$ cat src/design/mbe_pkg.sv
// Mandelbrot escape-time package: sequencer states, register indexes and
// channel payload types. No dependencies.
`default_nettype none

package mbe_pkg;

    localparam int DATA_W   = 32;
    localparam int CFG_IDX_W = 2;
    localparam int CFG_DAT_W = 9;
    localparam int OUT_W    = 8;

    localparam logic [CFG_IDX_W-1:0] REG_MAX_ITER = 2'd0;
    localparam logic [CFG_IDX_W-1:0] REG_SHIFT    = 2'd1;

    localparam logic [CFG_DAT_W-1:0] MAX_ITER_RST = 9'd128;

    typedef enum logic [2:0] {
        ST_IDLE,
        ST_XY,
        ST_UPD,
        ST_XX,
        ST_YY,
        ST_CHK,
        ST_DONE
    } state_t;

    typedef struct packed {
        logic signed [DATA_W-1:0] c_real;
        logic signed [DATA_W-1:0] c_imag;
    } point_t;

    typedef struct packed {
        logic [OUT_W-1:0] iteration_count;
        logic             escaped;
        logic [OUT_W-1:0] color_index;
    } result_t;

    typedef struct packed {
        logic [CFG_IDX_W-1:0] index;
        logic [CFG_DAT_W-1:0] data;
    } cfg_wr_t;

endpackage

`default_nettype wire

$ cat src/design/mbe_mul.sv
// Shared signed 32x32 multiplier with registered 64-bit product.
// Depends on mbe_pkg.
`default_nettype none

module mbe_mul
    import mbe_pkg::*;
(
    input  wire logic                       clk,
    input  wire logic signed [DATA_W-1:0]   a,
    input  wire logic signed [DATA_W-1:0]   b,
    output logic signed [2*DATA_W-1:0]      prod
);

    logic signed [2*DATA_W-1:0] prod_reg;

    always_ff @(posedge clk)
    begin
        prod_reg <= a * b;
    end

    assign prod = prod_reg;

endmodule

`default_nettype wire

$ cat config.mk
export PLATFORM = sky130hd
export DESIGN_NAME = mbe_mul
export DESIGN_NICKNAME = d
export VERILOG_FILES = /design/src/design/mbe_pkg.sv /design/src/design/mbe_mul.sv
export SDC_FILE = /design/constraint.sdc
export NUM_CORES = 2
export LEC_CHECK = 0
export CAP_MARGIN = 20
export CORE_ASPECT_RATIO = 1.75
export CORE_MARGIN = 2
export CORE_UTILIZATION = 39
export CTS_BUF_LIST = sky130_fd_sc_hd__clkbuf_2
export DETAILED_ROUTE_END_ITERATION = 8
export DONT_BUFFER_PORTS = 1
export GPL_ROUTABILITY_DRIVEN = 0
export GPL_TIMING_DRIVEN = 0
export HOLD_SLACK_MARGIN = 0.03
export MAX_ROUTING_LAYER = met4
export PLACE_DENSITY = 0.58
export SETUP_SLACK_MARGIN = 0.02
export SLEW_MARGIN = 20
export SYNTH_ARGS = -nofsm -noshare
export SYNTH_HDL_FRONTEND = slang
export SYNTH_SLANG_ARGS = --single-unit
$ cat constraint.sdc
create_clock -name clk -period 7.5 [get_ports clk]
set_input_delay 0.375 -clock clk [delete_from_list [all_inputs] [get_ports clk]]
set_output_delay 0.375 -clock clk [all_outputs]
set_load 0.05 [all_outputs]
Word-level counts from Yosys, hierarchy flattened
Index checks and enable logic that the tools add are counted.
- input port bits: 65
- register bits after elaboration: 64
- output and inout bits: 64
- logic and storage cells: 2
- $mul: 1
- operators by type and width (operator ; number):
    multiplier 32 x 32 -> 64 bit ; 1

Depth between registers and ports, before layout
- depth after elaboration: 1
- mapped depth: 28
- depth with buffers taken out: 27

Worst setup path before layout
OpenSTA, ideal clock, no wires.
- path kind: input to register
- from: input b[2]
- to: register prod_reg[62], in the netlist prod[62]
- stages: 24
- arrival: 7.564 ns
- path buffers: 1
- data required time: 7.428 ns
- slack: -0.136 ns
- setup time: 0.072 ns
- path through: clkbuf_1 -> nand2_1 -> inv_1 -> fa_1 -> fa_1 -> fa_1 -> fa_1 -> inv_1 -> fa_1 -> inv_1 -> fa_1 -> inv_1 -> fa_1 -> inv_1 -> fa_1 -> ha_1 -> and3_1 -> nand2_1 -> or3_1 -> o22a_1 -> o211ai_1 -> a31oi_1 -> o31ai_1 -> xor2_1
- word-level cells in the longest chain between the ends: 1
- ends and longest elaborated chain (item ; line ; RTL):
    start: declaration ; mbe_mul.sv:10 ; input wire logic signed [DATA_W-1:0] b,
    multiplier 32 x 32 -> 64 bit ; mbe_mul.sv:18 ; prod_reg <= a * b;
    end signal: assignment ; mbe_mul.sv:18 ;
    end: declaration ; mbe_mul.sv:14 ; logic signed [2*DATA_W-1:0] prod_reg;
Every way passes these cells.

Final worst setup path
- from: input a[2]
- to: register prod_reg[63], in the netlist prod[63]
- word-level cells in the longest chain between the ends: 1
- ends and longest elaborated chain (item ; line ; RTL):
    start: declaration ; mbe_mul.sv:9 ; input wire logic signed [DATA_W-1:0] a,
    multiplier 32 x 32 -> 64 bit ; mbe_mul.sv:18 ;
Every way passes these cells.

==> results.md <==
- CTS tree: built
- Endpoint class of the critical path: register
- Final setup vio count: 0
- DRT Pass-1 Iters: 6
- Worst Min Path Start: a[0]
- CTS Buffer Depth: 2
- Class of the worst hold path: input port to register
- Initial DRC Count: 1539
- Number of max-slew violations in the final report: 0
- Worst hold stages: 4
- Startpoint types: input port
- Largest area contributor in the netlist: fa_1
- Vias in the first global route: 31000
- Largest fanout on the critical path: 10
- TNS Setup: 0 ns
- YS warnings: 0
- Fraction of the yosys area taken by sequential cells: 3.44%
- H-tree depth: 3
- Post-Syn Area: 37200 um^2
- Die width: 238 um
- First-pass GRT wire length: 205000 um
- Slew @ Worst Pin: 1.09 ns
- Worst EP arrival: 8.38 ns
- Core area: 95200 um^2
- Register area: 1280 um^2
- RSZ-0062 raised after global routing: no
- WP data required: 8.49 ns
- Clock slew at reported path FFs: between 0.2 and 0.3 ns
- Synth unique cells: 63
- Synth Flop Type: dfxtp_1
- Largest net degree at the start of global routing: 23
- Initial antenna violation count: 16
- WHS Endpoint: prod[5]
- Starting density of the core: between 30 and 40%
- Max FFs per register: 64
- Final hold vios: 0
- Nets: around 5200
- Status: finished clean
- Residual DRC count: 0
- Mean Syn Cell Area: 9.59 um^2
- Critical path type: input port to register
- Drt wl/cell: 27.2 um
- #FFs+latches synth: 64
- Area contributors post-synth: fa_1 (58%), inv_1 (9.6%), and2_1 (8.7%)
- Fin Hold WS: between 0.09 and 0.1 ns
- GRT overflow: 0
- Post-synth EDFFs: 0
- Post-Syn Nets: 5215
- Most common cell in the netlist: fa_1
- Die height: about 410 um
- Max Freq: roughly 0.14 GHz
- Vias/cell: 5.32
- Die area: between 90000 and 100000 um^2
- GRT Resource Usage Total: 31.0%
- IO Port Bufs: 0
- FILL cells: 9549
- TritonCTS buffer count: 9
- Syn-to-layout area delta: 5.80%
- Rows: 150
- Core Util, Final: between 40% and 50%
- I/O pin cnt: ~130
- Most frequent cells after synthesis: fa_1 (1082), inv_1 (952), and2_1 (516)
- Max Cap Violations: 0
- Area share of the largest cell type after synthesis: about three fifths
- Async set-reset flop share out of synthesis: 0%
- Slew margin rel.: 27.3%
- Routed vias: 27500
- Final HPWL DP: 121000 um
- Routed WL: roughly 140000 um
- Mapped Cells: around 4000
- Multi-input logic area: 31700 um^2
- Share of layout cells above drive strength 1: 5.34%
- Crit share post-route: ~99%
- Detail Route Antenna Nets: 0
- CTS root buffer: clkbuf_2
- Final WS setup: 0.103 ns
- Pre-CTS WS: -1.98 ns
- TritonCTS Sinks: 64
- Final Critical Period: 7.40 ns
[kinds of logic after synthesis]
kind of cell / share of synthesized area, %
adders and majority gates: 64.3
AOI/OAI and AO/OA: 3.46
xor gates and xnor gates: 1.76
buffers and inverters: 11.6
and+or+nand+nor: 15.4
DFF: 3.44
[worst max-delay path, cell delays in order]
cell and delay (ns):
clkbuf_1 0.62, and2_1 0.26, fa_1 0.45, fa_1 0.47, fa_1 0.66, fa_1 0.55, fa_1 0.64, fa_1 0.46
fa_1 0.50, fa_1 0.41, ha_1 0.39, a21oi_1 0.28, nand2b_1 0.28, a21oi_1 0.10, o21ai_0 0.31, a31oi_1 0.28
o2bb2ai_1 0.25, a311oi_4 0.52, o31ai_1 0.18, a21oi_1 0.24, xnor2_1 0.14
[stage by stage]
step                      cell area [um^2]  instances
after global placement               38800       5100
after detailed placement             38800       5102
after global routing                 39400       5156
after CTS                            39100       5130
after floorplan                      37300       3884
final                                39400       5161
[routing by layer]
metal | track usage, % | part of all wire [%] | vias up
li1 | - | - | 11200
met1 | 28.1 | 29 | 14500
met2 | 52.4 | 51 | 1230
met3 | 7.75 | 7.4 | 622
met4 | 30.2 | 13 | 0
met5 | - | 0 | -
[area by class of cell]
class / instances / area share [%]
antenna: 29 / 0.184
buffer: 200 / 2.37
clock inverter: 6 / 0.0953
inverter: 952 / 9.11
tap: 1216 / 3.86
multi-input combinational: 2668 / 80.5
sequential: 64 / 3.25
timing repair buffer: 17 / 0.480
clock buffer: 9 / 0.114
[placed cells by master, fill, tap and decap left out, types with 4 or more instances in the layout]
cell type | synthesis | layout
nand2b_1 | 9 | 9
a21oi_1 | 68 | 65
ha_1 | 184 | 183
nor2_1 | 42 | 42
and2_1 | 516 | 516
nand3_1 | 15 | 15
a21o_1 | 23 | 23
fa_2 | 0 | 6
xor2_1 | 22 | 22
dfxtp_1 | 64 | 64
diode_2 | 0 | 29
clkinvlp_4 | 0 | 8
or3_1 | 4 | 4
o21bai_1 | 15 | 15
buf_4 | 0 | 7
buf_2 | 3 | 10
nand4_1 | 7 | 7
nand2_1 | 511 | 509
xnor2_1 | 53 | 53
fa_1 | 1082 | 1076
a31oi_1 | 12 | 12
clkbuf_1 | 195 | 61
buf_12 | 0 | 4
o21ai_0 | 28 | 27
and3_1 | 7 | 6
inv_1 | 952 | 945
nor3_1 | 6 | 5
clkbuf_2 | 0 | 131
o21a_1 | 4 | 4
dlygate4sd3_1 | 0 | 4
o31ai_1 | 6 | 5
a211oi_1 | 4 | 4
clkbuf_4 | 0 | 5
[what timing repair did]
item / CTS / global route
pin swaps: 3 / 7
cloned: 0 / 0
hold buffers: 4 / 0
endpoints found under the hold margin: 4 / 0
resized for setup: 41 / 245
buffers inserted: 9 / 2
endpoints found under the setup margin: 21 / 13
[how the worst max path moves through the flow]
stage | to | start | slack, ns
global route | prod[63] | a[27] | 0.07
floorplan | prod[60] | b[5] | 0.03
finish | prod[63] | a[2] | 0.10
global placement | prod[62] | b[6] | -2.57
detailed placement | prod[60] | b[6] | -1.98
CTS | prod[63] | b[5] | 0.02
Power is not shown: default switching activity piles up to over one toggle a cycle in this logic, so the estimate is an artifact.
